File: src/sv/sdfe_pkg.sv
`timescale 1ns / 1ps
package sdfe_pkg;

	localparam int SAMPLE_W = 16;
	localparam int LEN_W = 16;
	localparam int CFG_DATA_W = 32;
	localparam int CFG_IDX_W = 2;

	localparam logic [CFG_IDX_W-1:0] REG_PHASE_INC = 2'd0;
	localparam logic [CFG_IDX_W-1:0] REG_FADE_LEN = 2'd1;

	localparam logic [CFG_DATA_W-1:0] PHASE_INC_RESET = 32'd53687091;
	localparam logic [LEN_W-1:0] FADE_LEN_RESET = 16'd240;

	// Envelope full scale and the fixed shift applied after the product.
	localparam int FULL_SCALE = 32767;
	localparam int PROD_SHIFT = 15;

	// Quotient of a 16-bit magnitude times full scale over a 16-bit length.
	localparam int QUOT_W = 31;
	localparam int DIV_STEPS = QUOT_W;
	localparam int ENV_W = QUOT_W + 1;
	localparam int PROD_W = SAMPLE_W + ENV_W;

	localparam int QUEUE_DEPTH = 2;

	// One unit of work handed from the front end to the arithmetic back end.
	typedef struct packed {
		logic                       sounding;
		logic                       sustain;
		logic                       neg;
		logic [LEN_W-1:0]           mag;
		logic [LEN_W-1:0]           len;
		logic signed [SAMPLE_W-1:0] wave;
	} sdfe_job_t;

	// First quarter of the sine wave, entries 0 to 64 inclusive.
	localparam logic [14:0] QUARTER_WAVE [0:64] = '{
		15'd0,     15'd804,   15'd1608,  15'd2410,  15'd3212,  15'd4011,  15'd4808,  15'd5602,
		15'd6393,  15'd7179,  15'd7962,  15'd8739,  15'd9512,  15'd10278, 15'd11039, 15'd11793,
		15'd12539, 15'd13279, 15'd14010, 15'd14732, 15'd15446, 15'd16151, 15'd16846, 15'd17530,
		15'd18204, 15'd18868, 15'd19519, 15'd20159, 15'd20787, 15'd21403, 15'd22005, 15'd22594,
		15'd23170, 15'd23731, 15'd24279, 15'd24811, 15'd25329, 15'd25832, 15'd26319, 15'd26790,
		15'd27245, 15'd27683, 15'd28105, 15'd28510, 15'd28898, 15'd29268, 15'd29621, 15'd29956,
		15'd30273, 15'd30571, 15'd30852, 15'd31113, 15'd31356, 15'd31580, 15'd31785, 15'd31971,
		15'd32137, 15'd32285, 15'd32412, 15'd32521, 15'd32609, 15'd32678, 15'd32728, 15'd32757,
		15'd32767
	};

	// Full 256-entry sine table folded from the quarter wave.
	function automatic logic signed [SAMPLE_W-1:0] sine_rom(input logic [7:0] i);
		logic [7:0] a;
		logic [15:0] m;
		case (i[7:6])
			2'b00: a = {2'b00, i[5:0]};
			2'b01: a = 8'd128 - i;
			2'b10: a = {2'b00, i[5:0]};
			2'b11: a = 8'd0 - i;
			default: a = 8'd0;
		endcase
		m = {1'b0, QUARTER_WAVE[a[6:0]]};
		sine_rom = i[7] ? $signed(16'd0 - m) : $signed(m);
	endfunction

endpackage

File: src/sv/sidetone_dds_with_fade_envelope_unit.sv
`timescale 1ns / 1ps
// Channel   Handshake           Beat carries
// input     push / full         action, key_pressed
// result    empty / pop         sample, sounding
// config    cfg_write           cfg_index, cfg_data
//
// A beat on the input is taken whenever the queue has room: the front end steps the fade
// machine and the phase accumulator at once and queues the work for the back end.
// The back end takes a silent or restart beat straight to output, a sustained beat
// or a fade with a zero ramp length through the multiply only, and any other beat
// inside a fade through the one-bit-a-cycle divider that forms the envelope first.
// The two-entry queue and the result register let both sides stall on their own;
// full rises only when the queue holds two beats.
// Reset clears the fade machine, the phase, the queue and the result valid flag
// and loads the register defaults; no clearing pass is needed.
module sidetone_dds_with_fade_envelope_unit #(
	parameter int PHASE_BITS = 32,
	parameter int TABLE_INDEX_BITS = 8
) (
	input  logic                                 clk,
	input  logic                                 arst_n,
	input  logic                                 cfg_write,
	input  logic [sdfe_pkg::CFG_IDX_W-1:0]       cfg_index,
	input  logic [sdfe_pkg::CFG_DATA_W-1:0]      cfg_data,
	input  logic                                 push,
	output logic                                 full,
	input  logic                                 action,
	input  logic                                 key_pressed,
	output logic                                 empty,
	input  logic                                 pop,
	output logic signed [sdfe_pkg::SAMPLE_W-1:0] sample,
	output logic                                 sounding
);

	// The front end only moves when the queue has room for the beat it produces.
	logic                accept;
	sdfe_pkg::sdfe_job_t front_job;
	sdfe_pkg::sdfe_job_t back_job;
	logic                job_valid;
	logic                job_take;
	logic                back_busy;

	assign accept = push && !full;

	sdfe_front #(
		.PHASE_BITS(PHASE_BITS),
		.TABLE_INDEX_BITS(TABLE_INDEX_BITS)
	) u_front (
		.clk(clk),
		.arst_n(arst_n),
		.cfg_write(cfg_write),
		.cfg_index(cfg_index),
		.cfg_data(cfg_data),
		.accept(accept),
		.action(action),
		.key_pressed(key_pressed),
		.job(front_job)
	);

	sdfe_queue u_queue (
		.clk(clk),
		.arst_n(arst_n),
		.wr_en(accept),
		.wr_data(front_job),
		.full(full),
		.rd_en(job_take),
		.rd_valid(job_valid),
		.rd_data(back_job)
	);

	// For a fading beat the back end turns the envelope numerator into a gain by serial
	// division; it then scales the table value and clamps it into the result register.
	sdfe_back u_back (
		.clk(clk),
		.arst_n(arst_n),
		.job_valid(job_valid),
		.job(back_job),
		.job_take(job_take),
		.busy(back_busy),
		.empty(empty),
		.pop(pop),
		.sample(sample),
		.sounding(sounding)
	);

	// A silent result always carries a zero sample.
	a_silent_zero: assert property (@(posedge clk) disable iff (!arst_n)
		(!empty && !sounding) |-> (sample == '0))
		else $error("silent result with a non-zero sample");

	// The clamp keeps the most negative code off the output.
	a_clamp: assert property (@(posedge clk) disable iff (!arst_n)
		!empty |-> (sample != -sdfe_pkg::SAMPLE_W'(32768)))
		else $error("sample escaped the clamp");

	// A full queue always has a beat for the back end to take.
	a_full_valid: assert property (@(posedge clk) disable iff (!arst_n)
		full |-> job_valid)
		else $error("queue full but reports no waiting beat");

	// The back end only takes a beat when it is idle.
	a_take_idle: assert property (@(posedge clk) disable iff (!arst_n)
		job_take |-> !back_busy)
		else $error("back end took a beat while busy");

endmodule

File: src/sv/sdfe_front.sv
`timescale 1ns / 1ps
module sdfe_front #(
	parameter int PHASE_BITS = 32,
	parameter int TABLE_INDEX_BITS = 8
) (
	input  logic                                  clk,
	input  logic                                  arst_n,
	input  logic                                  cfg_write,
	input  logic [sdfe_pkg::CFG_IDX_W-1:0]        cfg_index,
	input  logic [sdfe_pkg::CFG_DATA_W-1:0]       cfg_data,
	input  logic                                  accept,
	input  logic                                  action,
	input  logic                                  key_pressed,
	output sdfe_pkg::sdfe_job_t                   job
);

	localparam logic [1:0] MODE_SILENT  = 2'd0;
	localparam logic [1:0] MODE_IN      = 2'd1;
	localparam logic [1:0] MODE_SUSTAIN = 2'd2;
	localparam logic [1:0] MODE_OUT     = 2'd3;

	logic [PHASE_BITS-1:0]          phase_inc_q;
	logic [sdfe_pkg::LEN_W-1:0]     fade_len_q;
	logic [PHASE_BITS-1:0]          phase_q;
	logic [1:0]                     mode_q;
	logic [sdfe_pkg::LEN_W-1:0]     pos_q;

	logic [1:0]                     mode_d;
	logic [sdfe_pkg::LEN_W-1:0]     pos_d;
	logic [sdfe_pkg::LEN_W-1:0]     mirror;
	logic [sdfe_pkg::LEN_W-1:0]     pos_inc;
	logic                           ramp_done;
	logic                           sounding;
	logic [sdfe_pkg::LEN_W:0]       diff;
	logic [sdfe_pkg::LEN_W:0]       diff_neg;
	logic [7:0]                     rom_idx;

	always_ff @(posedge clk or negedge arst_n) begin
		if (!arst_n) begin
			phase_inc_q <= sdfe_pkg::PHASE_INC_RESET[PHASE_BITS-1:0];
			fade_len_q <= sdfe_pkg::FADE_LEN_RESET;
		end else if (cfg_write) begin
			case (cfg_index)
				sdfe_pkg::REG_PHASE_INC: phase_inc_q <= cfg_data[PHASE_BITS-1:0];
				sdfe_pkg::REG_FADE_LEN: fade_len_q <= cfg_data[sdfe_pkg::LEN_W-1:0];
				default: ;
			endcase
		end
	end

	assign mirror = fade_len_q - pos_q;
	assign pos_inc = pos_q + 1'b1;
	assign ramp_done = (pos_q >= fade_len_q);

	always_comb begin
		mode_d = mode_q;
		pos_d = pos_q;
		case (mode_q)
			MODE_SILENT: begin
				if (key_pressed) begin
					mode_d = MODE_IN;
					pos_d = '0;
				end
			end
			MODE_IN: begin
				if (!key_pressed) begin
					mode_d = MODE_OUT;
					pos_d = mirror;
				end else if (ramp_done) begin
					mode_d = MODE_SUSTAIN;
				end else begin
					pos_d = pos_inc;
				end
			end
			MODE_SUSTAIN: begin
				if (!key_pressed) begin
					mode_d = MODE_OUT;
					pos_d = '0;
				end
			end
			default: begin
				if (key_pressed) begin
					mode_d = MODE_IN;
					pos_d = mirror;
				end else if (ramp_done) begin
					mode_d = MODE_SILENT;
					pos_d = '0;
				end else begin
					pos_d = pos_inc;
				end
			end
		endcase
		if (action) begin
			mode_d = MODE_SILENT;
			pos_d = '0;
		end
	end

	assign sounding = (mode_d != MODE_SILENT);

	// The table always sees an 8-bit index, whatever the configured index width.
	generate
		if (TABLE_INDEX_BITS >= 8) begin : g_idx_wide
			assign rom_idx = phase_q[PHASE_BITS-1 -: 8];
		end else begin : g_idx_narrow
			assign rom_idx = {phase_q[PHASE_BITS-1 -: TABLE_INDEX_BITS],
				{(8 - TABLE_INDEX_BITS){1'b0}}};
		end
	endgenerate

	assign diff = {1'b0, fade_len_q} - {1'b0, pos_d};
	assign diff_neg = '0 - diff;

	always_comb begin
		job.sounding = sounding;
		job.sustain = (mode_d == MODE_SUSTAIN);
		job.len = fade_len_q;
		job.wave = sdfe_pkg::sine_rom(rom_idx);
		if (mode_d == MODE_IN) begin
			job.neg = 1'b0;
			job.mag = pos_d;
		end else begin
			job.neg = diff[sdfe_pkg::LEN_W];
			job.mag = diff[sdfe_pkg::LEN_W] ? diff_neg[sdfe_pkg::LEN_W-1:0]
				: diff[sdfe_pkg::LEN_W-1:0];
		end
	end

	always_ff @(posedge clk or negedge arst_n) begin
		if (!arst_n) begin
			phase_q <= '0;
			mode_q <= MODE_SILENT;
			pos_q <= '0;
		end else if (accept) begin
			mode_q <= mode_d;
			pos_q <= pos_d;
			if (action) begin
				phase_q <= '0;
			end else if (sounding) begin
				phase_q <= phase_q + phase_inc_q;
			end
		end
	end

endmodule

File: src/sv/sdfe_queue.sv
`timescale 1ns / 1ps
module sdfe_queue (
	input  logic                clk,
	input  logic                arst_n,
	input  logic                wr_en,
	input  sdfe_pkg::sdfe_job_t wr_data,
	output logic                full,
	input  logic                rd_en,
	output logic                rd_valid,
	output sdfe_pkg::sdfe_job_t rd_data
);

	localparam int PTR_W = $clog2(sdfe_pkg::QUEUE_DEPTH);
	localparam int CNT_W = $clog2(sdfe_pkg::QUEUE_DEPTH + 1);

	sdfe_pkg::sdfe_job_t slot_q [sdfe_pkg::QUEUE_DEPTH];
	logic [PTR_W-1:0] wr_ptr_q;
	logic [PTR_W-1:0] rd_ptr_q;
	logic [CNT_W-1:0] count_q;
	logic             do_wr;
	logic             do_rd;

	assign full = (count_q == CNT_W'(sdfe_pkg::QUEUE_DEPTH));
	assign rd_valid = (count_q != '0);
	assign rd_data = slot_q[rd_ptr_q];
	assign do_wr = wr_en && !full;
	assign do_rd = rd_en && rd_valid;

	always_ff @(posedge clk) begin
		if (do_wr) begin
			slot_q[wr_ptr_q] <= wr_data;
		end
	end

	always_ff @(posedge clk or negedge arst_n) begin
		if (!arst_n) begin
			wr_ptr_q <= '0;
			rd_ptr_q <= '0;
			count_q <= '0;
		end else begin
			if (do_wr) begin
				wr_ptr_q <= (wr_ptr_q == PTR_W'(sdfe_pkg::QUEUE_DEPTH - 1)) ? '0
					: wr_ptr_q + 1'b1;
			end
			if (do_rd) begin
				rd_ptr_q <= (rd_ptr_q == PTR_W'(sdfe_pkg::QUEUE_DEPTH - 1)) ? '0
					: rd_ptr_q + 1'b1;
			end
			if (do_wr && !do_rd) begin
				count_q <= count_q + 1'b1;
			end else if (do_rd && !do_wr) begin
				count_q <= count_q - 1'b1;
			end
		end
	end

endmodule

File: src/sv/sdfe_back.sv
`timescale 1ns / 1ps
module sdfe_back (
	input  logic                                 clk,
	input  logic                                 arst_n,
	input  logic                                 job_valid,
	input  sdfe_pkg::sdfe_job_t                  job,
	output logic                                 job_take,
	output logic                                 busy,
	output logic                                 empty,
	input  logic                                 pop,
	output logic signed [sdfe_pkg::SAMPLE_W-1:0] sample,
	output logic                                 sounding
);

	localparam logic [2:0] ST_IDLE = 3'd0;
	localparam logic [2:0] ST_DIV  = 3'd1;
	localparam logic [2:0] ST_ENV  = 3'd2;
	localparam logic [2:0] ST_MUL  = 3'd3;
	localparam logic [2:0] ST_FIN  = 3'd4;

	localparam int CNT_W = $clog2(sdfe_pkg::DIV_STEPS);
	localparam int LW = sdfe_pkg::LEN_W;
	localparam int QW = sdfe_pkg::QUOT_W;
	localparam int EW = sdfe_pkg::ENV_W;
	localparam int PW = sdfe_pkg::PROD_W;
	localparam int SW = PW - sdfe_pkg::PROD_SHIFT;

	logic [2:0]                         state_q;
	logic [CNT_W-1:0]                   cnt_q;
	logic [LW-1:0]                      rem_q;
	logic [QW-1:0]                      dq_q;
	logic [LW-1:0]                      len_q;
	logic                               neg_q;
	logic                               snd_q;
	logic signed [sdfe_pkg::SAMPLE_W-1:0] wave_q;
	logic signed [EW-1:0]               env_q;
	logic signed [PW-1:0]               prod_q;
	logic                               out_valid_q;
	logic signed [sdfe_pkg::SAMPLE_W-1:0] sample_q;
	logic                               sounding_q;

	logic [LW:0]                        part;
	logic [LW+1:0]                      trial;
	logic                               ge;
	logic [QW-1:0]                      dividend;
	logic signed [SW-1:0]               shifted;
	logic signed [sdfe_pkg::SAMPLE_W-1:0] clamped;
	logic                               out_free;

	assign job_take = (state_q == ST_IDLE) && job_valid;
	assign busy = (state_q != ST_IDLE);
	assign empty = !out_valid_q;
	assign sample = sample_q;
	assign sounding = sounding_q;
	assign out_free = !out_valid_q || pop;

	// Magnitude times full scale, formed as a shift and a subtract.
	assign dividend = {job.mag, {sdfe_pkg::PROD_SHIFT{1'b0}}} - QW'(job.mag);

	// One restoring division step per cycle.
	assign part = {rem_q, dq_q[QW-1]};
	assign trial = {1'b0, part} - {2'b00, len_q};
	assign ge = !trial[LW+1];

	assign shifted = prod_q[PW-1:sdfe_pkg::PROD_SHIFT];

	always_comb begin
		if (shifted > SW'(sdfe_pkg::FULL_SCALE)) begin
			clamped = sdfe_pkg::SAMPLE_W'(sdfe_pkg::FULL_SCALE);
		end else if (shifted < -SW'(sdfe_pkg::FULL_SCALE)) begin
			clamped = -sdfe_pkg::SAMPLE_W'(sdfe_pkg::FULL_SCALE);
		end else begin
			clamped = shifted[sdfe_pkg::SAMPLE_W-1:0];
		end
	end

	always_ff @(posedge clk) begin
		case (state_q)
			ST_IDLE: begin
				if (job_valid) begin
					wave_q <= job.wave;
					len_q <= job.len;
					neg_q <= job.neg;
					snd_q <= job.sounding;
					rem_q <= '0;
					dq_q <= dividend;
					cnt_q <= '0;
					if (job.sustain) begin
						env_q <= EW'(sdfe_pkg::FULL_SCALE);
					end else begin
						env_q <= '0;
					end
				end
			end
			ST_DIV: begin
				rem_q <= ge ? trial[LW-1:0] : part[LW-1:0];
				dq_q <= {dq_q[QW-2:0], ge};
				cnt_q <= cnt_q + 1'b1;
			end
			ST_ENV: begin
				env_q <= neg_q ? -$signed({1'b0, dq_q}) : $signed({1'b0, dq_q});
			end
			ST_MUL: begin
				prod_q <= wave_q * env_q;
			end
			default: ;
		endcase
	end

	always_ff @(posedge clk or negedge arst_n) begin
		if (!arst_n) begin
			state_q <= ST_IDLE;
			out_valid_q <= 1'b0;
		end else begin
			case (state_q)
				ST_IDLE: begin
					if (job_valid) begin
						if (!job.sounding) begin
							state_q <= ST_FIN;
						end else if (job.sustain || (job.len == '0)) begin
							state_q <= ST_MUL;
						end else begin
							state_q <= ST_DIV;
						end
					end
				end
				ST_DIV: begin
					if (cnt_q == CNT_W'(sdfe_pkg::DIV_STEPS - 1)) begin
						state_q <= ST_ENV;
					end
				end
				ST_ENV: state_q <= ST_MUL;
				ST_MUL: state_q <= ST_FIN;
				ST_FIN: begin
					if (out_free) begin
						state_q <= ST_IDLE;
					end
				end
				default: state_q <= ST_IDLE;
			endcase
			if ((state_q == ST_FIN) && out_free) begin
				out_valid_q <= 1'b1;
			end else if (pop) begin
				out_valid_q <= 1'b0;
			end
		end
	end

	always_ff @(posedge clk) begin
		if ((state_q == ST_FIN) && out_free) begin
			sample_q <= snd_q ? clamped : '0;
			sounding_q <= snd_q;
		end
	end

endmodule
File: config.mk
export PLATFORM = sky130hd
export DESIGN_NAME = sidetone_dds_with_fade_envelope_unit
export DESIGN_NICKNAME = d
export VERILOG_FILES = /design/src/sv/sdfe_pkg.sv /design/src/sv/sidetone_dds_with_fade_envelope_unit.sv /design/src/sv/sdfe_front.sv /design/src/sv/sdfe_queue.sv /design/src/sv/sdfe_back.sv
export SDC_FILE = /design/constraint.sdc
export NUM_CORES = 2
export LEC_CHECK = 0
export ABC_AREA = 1
export CORE_UTILIZATION = 53
export CTS_BUF_LIST = sky130_fd_sc_hd__clkbuf_8
export CTS_CLUSTER_DIAMETER = 80
export CTS_CLUSTER_SIZE = 25
export DETAILED_ROUTE_END_ITERATION = 6
export DONT_BUFFER_PORTS = 1
export GPL_TIMING_DRIVEN = 0
export HOLD_SLACK_MARGIN = 0.06
export PLACE_DENSITY_LB_ADDON = 0.1
export SYNTH_ARGS = -nofsm -noshare
export SYNTH_HDL_FRONTEND = slang
export SYNTH_SLANG_ARGS = --single-unit
File: constraint.sdc
create_clock -name clk -period 5.97 [get_ports clk]
set_clock_uncertainty 0.15 [all_clocks]
set_input_delay 0.597 -clock clk [delete_from_list [all_inputs] [get_ports clk]]
set_output_delay 0.597 -clock clk [all_outputs]
set_load 0.02 [all_outputs]
== After elaboration in Yosys (flattened, before gate mapping) ==
Memory sizes are Yosys's and may differ from the RTL's.
Cells that the tools add are included.

* ROM bits: 1,920
* Logic and storage cells: 150
* Flip-flop bits (word level): 289
* Memory bits (writable): 102
* Input port bits: 41
* Memories: 2

* Reductions and logical operators: 35
* Bitwise logic cells: 2
* Multiplexer cells: 51
* $lt $le $gt $ge: 4
* $mul: 1
* Equal/unequal tests: 17
* Add/subtract/negate cells: 16

{| class="wikitable"
|+ Memory list
! memory !! words !! bits a word !! read ports !! clocked after memory_dff !! wr ports !! RTL line !! text
|-
| (name not given) || 128 || 15 || 1 || 0 || 0 || sdfe_pkg.sv:61 || <nowiki>m = {1'b0, QUARTER_WAVE[a[6:0]]};</nowiki>
|-
| u_queue.slot_q || 2 || 51 || 1 || 0 || 1 || sdfe_queue.sv:16 || <nowiki>sdfe_pkg::sdfe_job_t slot_q [sdfe_pkg::QUEUE_DEPTH];</nowiki>
|}

{| class="wikitable"
|+ Operators with widths
! operator !! number
|-
| 16-bit two-way mux || 12
|-
| 32-bit two-way mux || 4
|-
| 32-bit one-hot mux with 2 select lines || 1
|-
| 31-bit one-hot mux with 2 select lines || 1
|-
| 15-bit two-way mux || 4
|-
| 16-bit by 32-bit multiplier with 48-bit output || 1
|-
| 16-bit one-hot mux with 3 select lines || 1
|-
| 33-bit by 16-bit greater-than comparator with 1-bit output (second input constant) || 1
|-
| 33-bit by 16-bit < comparator with 1-bit output (second input constant) || 1
|-
| 32-bit adder || 1
|-
| 31-bit negation with 32-bit output || 1
|-
| 16-bit one-hot mux with 2 select lines || 1
|-
| 31-bit two-way mux || 1
|-
| 31-bit by 16-bit subtractor with 31-bit output || 1
|-
| 7-bit one-hot mux with 3 select lines || 1
|-
| 2-bit two-way mux || 10
|-
| 17-bit by 16-bit subtractor with 18-bit output || 1
|-
| 17-bit two-way mux || 1
|-
| 16-bit by 16-bit subtractor with 17-bit output || 1
|-
| 16-bit by 1-bit adder with 16-bit output (second input constant) || 1
|-
| 16-bit >= comparator || 1
|-
| 16-bit zero test || 1
|-
| 1-bit by 15-bit subtractor with 16-bit output (first input constant) || 1
|-
| 1-bit by 16-bit subtractor with 16-bit output (first input constant) || 1
|-
| other kinds (31) || 76
|}

== Longest topological paths before layout ==
* Word-level depth: 9
* Depth in mapped cells: 35

== Hierarchy ==
A second synthesis with hierarchy kept.

* Cell total of the unflattened synthesis: 5,630
* Area, all modules: 43,269.0 µm²

{| class="wikitable"
|+ By module, submodules not included
! module !! area an instance (µm²) !! times used !! cells each
|-
| sdfe_back || 27,919.3 || 1 || 3,529
|-
| sdfe_front || 11,349.6 || 1 || 1,801
|-
| sdfe_queue || 3,990.1 || 1 || 298
|-
| sidetone_dds_with_fade_envelope_unit || 10.0 || 1 || 2
|}

== Worst setup path before layout ==
OpenSTA, ideal clock, no wires.

* Path type: register to register
* Start point: register u_back.env_q[9]
* End point: register u_back.prod_q[44] (data pin)
* Required time: 5,555 ps
* Buffers on the path: 2
* Arrival time: 5,681 ps
* Setup slack: -126 ps
* Stages on the path, launching flop included: 25
* Cells stage by stage: edfxtp_1 clkbuf_1 clkbuf_1 nand2_1 fa_1 inv_1 fa_1 inv_1 fa_1 inv_1 fa_1 inv_1 fa_1 fa_1 inv_1 ha_1 a21oi_1 o21ai_0 inv_1 o21ai_0 a211oi_1 o21ai_0 nand2_1 nand2_1 xor2_1

* Longest elaborated chain between the ends: 1

{| class="wikitable"
|+ Ends and longest elaborated chain
! item !! RTL line !! text
|-
| from (decl) || sdfe_back.sv:36 || <nowiki>logic signed [EW-1:0] env_q;</nowiki>
|-
| from (signal assigned) || sdfe_back.sv:89 || <nowiki>env_q <= EW'(sdfe_pkg::FULL_SCALE);</nowiki>
|-
| from (signal assigned) || sdfe_back.sv:101 || <nowiki>env_q <= neg_q ? -$signed({1'b0, dq_q}) : $signed({1'b0, dq_q});</nowiki>
|-
| 16-bit by 32-bit multiplier with 48-bit output || sdfe_back.sv:104 || <nowiki>prod_q <= wave_q * env_q;</nowiki>
|-
| to (signal assigned) || sdfe_back.sv:104 ||
|-
| to (decl) || sdfe_back.sv:37 || <nowiki>logic signed [PW-1:0] prod_q;</nowiki>
|}

No other way between the ends.
A chain may end at the register's enable or synchronous reset.

== Worst setup path after layout ==
* Start point: register u_back.env_q[13]
* End point: register u_back.prod_q[39] (data pin)

Same word-level chain as after synthesis.

==> impl_metrics.ini <==
[status]
status = complete, but fails checks
violations = negative setup slack

[synth]
synth_top_area_share_pct = 23.6
synth-edff-count = 270
synth_flop_cell = edfxtp_1
synth-seq-area-share_pct = 26.0
yosysWarnings = 0
ys_ff_latch = 376
netlist_instances = 5138
synth.distinct_cells = 63
async_flop_share_pct = 28.2
synth.largest_area_cell = fa_1
synthTopCellsByArea = fa_1, edfxtp_1, nand2_1
synth_area_sq_um = 41400
syn_area_per_cell_sq_um = 8.07
synthesis.nets = 5880

[floorplanning]
start_util_pct = 53.5
num_io_pins = 60
die_w_microns = 282
die_h_microns = 282
die-area_sq_um = 79300
rows = 102
core_sq_um = 77500

[timing]
rsz0062_at_grt = yes
timing.final.ws_setup_ps = -317
maxSlewViolCount = 0
layout_min_cycle_time_ps = 6290
hold_viol_final = 0
fmax_mhz = 159
relSlewSlack_pct = 30.4
setup_viol = 21
post-route-period-util_pct = 105
tightest_slew_ps = 1040

[cells_and_area]
drive_gt1_share_pct = 13.3
final_common_cell = nand2_1
num-fill-cells = 6869
syn2layout_area_growth_pct = 14.7
nets = 6116
utilization_pct = 61.4
final_cell_mix = nand2_1, inv_1, fa_1

[critical_path]
r2r-start = u_back.env_q[13]
cpMostUsedCell = fa_1
path_cells = buf_4 -> buf_4 -> nand2_1 -> inv_1 -> fa_1 -> fa_1 -> fa_1 -> fa_1 -> fa_1 -> inv_1 -> fa_1 -> inv_1 -> ha_4 -> nand2_4 -> nor2_4 -> inv_2 -> nor2_4 -> inv_2 -> nor2_4 -> nand3_2 -> o211ai_1 -> xor2_1
endpoint_kind = register
cpMaxStageDelayCell = fa_1
cp.arrival_ps = 6550
cp-start-kind = register
critPathKind = register to register
critPathLaunch = u_back.env_q[13]
cpPeakStageDelay_ps = 600
critPathMaxFanout = 6
critPathRequiredTime_ps = 6230

[clock_tree]
clock_latency_ps = 710
clock_sinks = 376
clk_path_buf_depth = 3
ctsHtreeMaxLevel = 1
root_buffer = clkbuf_8
cts_inserted_buffers = 26
cts_tree = done
path_clk_slew_ps = 150

[grt]
antenna_found_initial = 3
grt_use_total_pct = 32.4
grt_start_max_net_pins = 107
grt_pass1_wl_microns = 198000
grt-ovfl-total = 0
grt_pass1_vias = 35200

[route]
vias = 34900
wire_per_inst_microns = 19.6
drtIter0Drc = 2708
drt-pass1-iter-count = 6
postRouteAntennaNets = 0
drc = 0
routed_wl_microns = 126000
vias_per_cell = 5.43

[worst_hold_path]
min_from = push
hold_class = primary input to register

[place]
hpwl_microns = 98000
port_buffers = 0
gp_congestion = 1.03

[run]
drv_cap = 0
## registers in the layout, summed over array words and instances (netlist names), 31 cells and up
name,flops
u_front.phase_q,32
u_back.prod_q,33
u_back.env_q,32
u_front.phase_inc_q,32
u_queue.slot_q,102
u_back.dq_q,31
## kinds of logic (layout without fill, tap and decap cells)
kind of cell / Yosys count / count (layout) / share of synthesized area, %
adders and majority gates: 701 / 701 / 30.0
AOI/OAI and AO/OA: 628 / 628 / 8.35
other: 0 / 2 / 0
xor gates and xnor gates: 162 / 162 / 3.42
DFF: 376 / 376 / 26.0
and+or+nand+nor: 2052 / 2052 / 20.5
buffers and inverters: 1200 / 1456 / 11.1
muxes: 19 / 19 / 0.507
## final timing paths
path                                                end  slack [ps]  cells past startpoint
worst max-delay path                  u_back.prod_q[39]        -320                     22
worst min-delay path                   u_front.pos_q[0]         120                      4
worst max register to register        u_back.prod_q[39]        -320                     22
worst min register to register   u_front.phase_inc_q[9]         360                      2
max in group asynchronous       u_front.phase_inc_q[25]        4890                      2
min in group asynchronous             u_front.pos_q[15]         300                      2
## layout make-up
class	instances	area [sq um]	area share, %
flip-flops and latches	376	10800	22.7
plain buffers	175	1470	3.10
well taps	1040	1300	2.74
inverters	1004	3780	7.94
clock buffers	26	358	0.753
repair buffers	229	2160	4.55
clock inverters	22	333	0.700
diodes	2	5.00	0.0105
multi-input cells	3562	27400	57.5
## cell usage after synthesis, types with 11 or more instances
library cell	n
nand2_1	1354
inv_1	984
fa_1	489
nor2_1	280
edfxtp_1	270
o21ai_0	265
nand3_1	227
a21oi_1	221
ha_1	212
clkbuf_1	153
xor2_1	100
dfrtp_1	88
xnor2_1	62
nor3_1	45
nand4_1	43
a31oi_1	25
or2_2	24
o21ai_1	23
o21a_1	20
buf_2	18
dfstp_2	18
inv_2	18
mux2_2	16
nor4_1	15
nand2_2	13
nand3b_1	13
o21bai_1	13
nor2_2	12
o211ai_1	11
## routing by layer
metal  part of all wire, %  vias to the layer above  GRT usage, %
li1                      -                    16400             -
met1                    39                    16800          39.8
met2                    48                     1271          55.5
met3                   5.7                      377          3.41
met4                   6.9                        2          18.8
met5                 0.013                        -             0
## per-stage QoR
step / setup WS (ps) / hold slack (ps) / TNS, ps / instance area [sq um] / cells
after CTS: -207 / 76.8 / -2240 / 47100 / 6412
after global placement: -1870 / 154 / -62740 / 42800 / 6178
final: -317 / 123 / -4530 / 47600 / 6436
after global routing: -533 / 133 / -9140 / 47500 / 6435
after floorplan: 7.28 / 151 / 0 / 41500 / 5138
after detailed placement: -1850 / 154 / -52040 / 43000 / 6188
## timing repair
item,4_1_cts,5_1_grt
endpoints found under the setup margin,65,64
cloned,4,0
pin swaps,134,46
resized for setup,467,74
buffers inserted,153,25
endpoints found under the hold margin,157,0
hold buffers,38,0
## critical path: cells and delay by family, from the launching register on
kind	cells	cell delay (ps)
AO/OA/AOI/OAI	1	480
XOR/XNOR	1	130
adder cells (fa/ha/maj)	7	3430
buffers and inverters	7	650
flip-flops	1	540
AND/OR/NAND/NOR	6	600
Power is not shown: default switching activity piles up to over one toggle a cycle in this logic, so the estimate is an artifact.
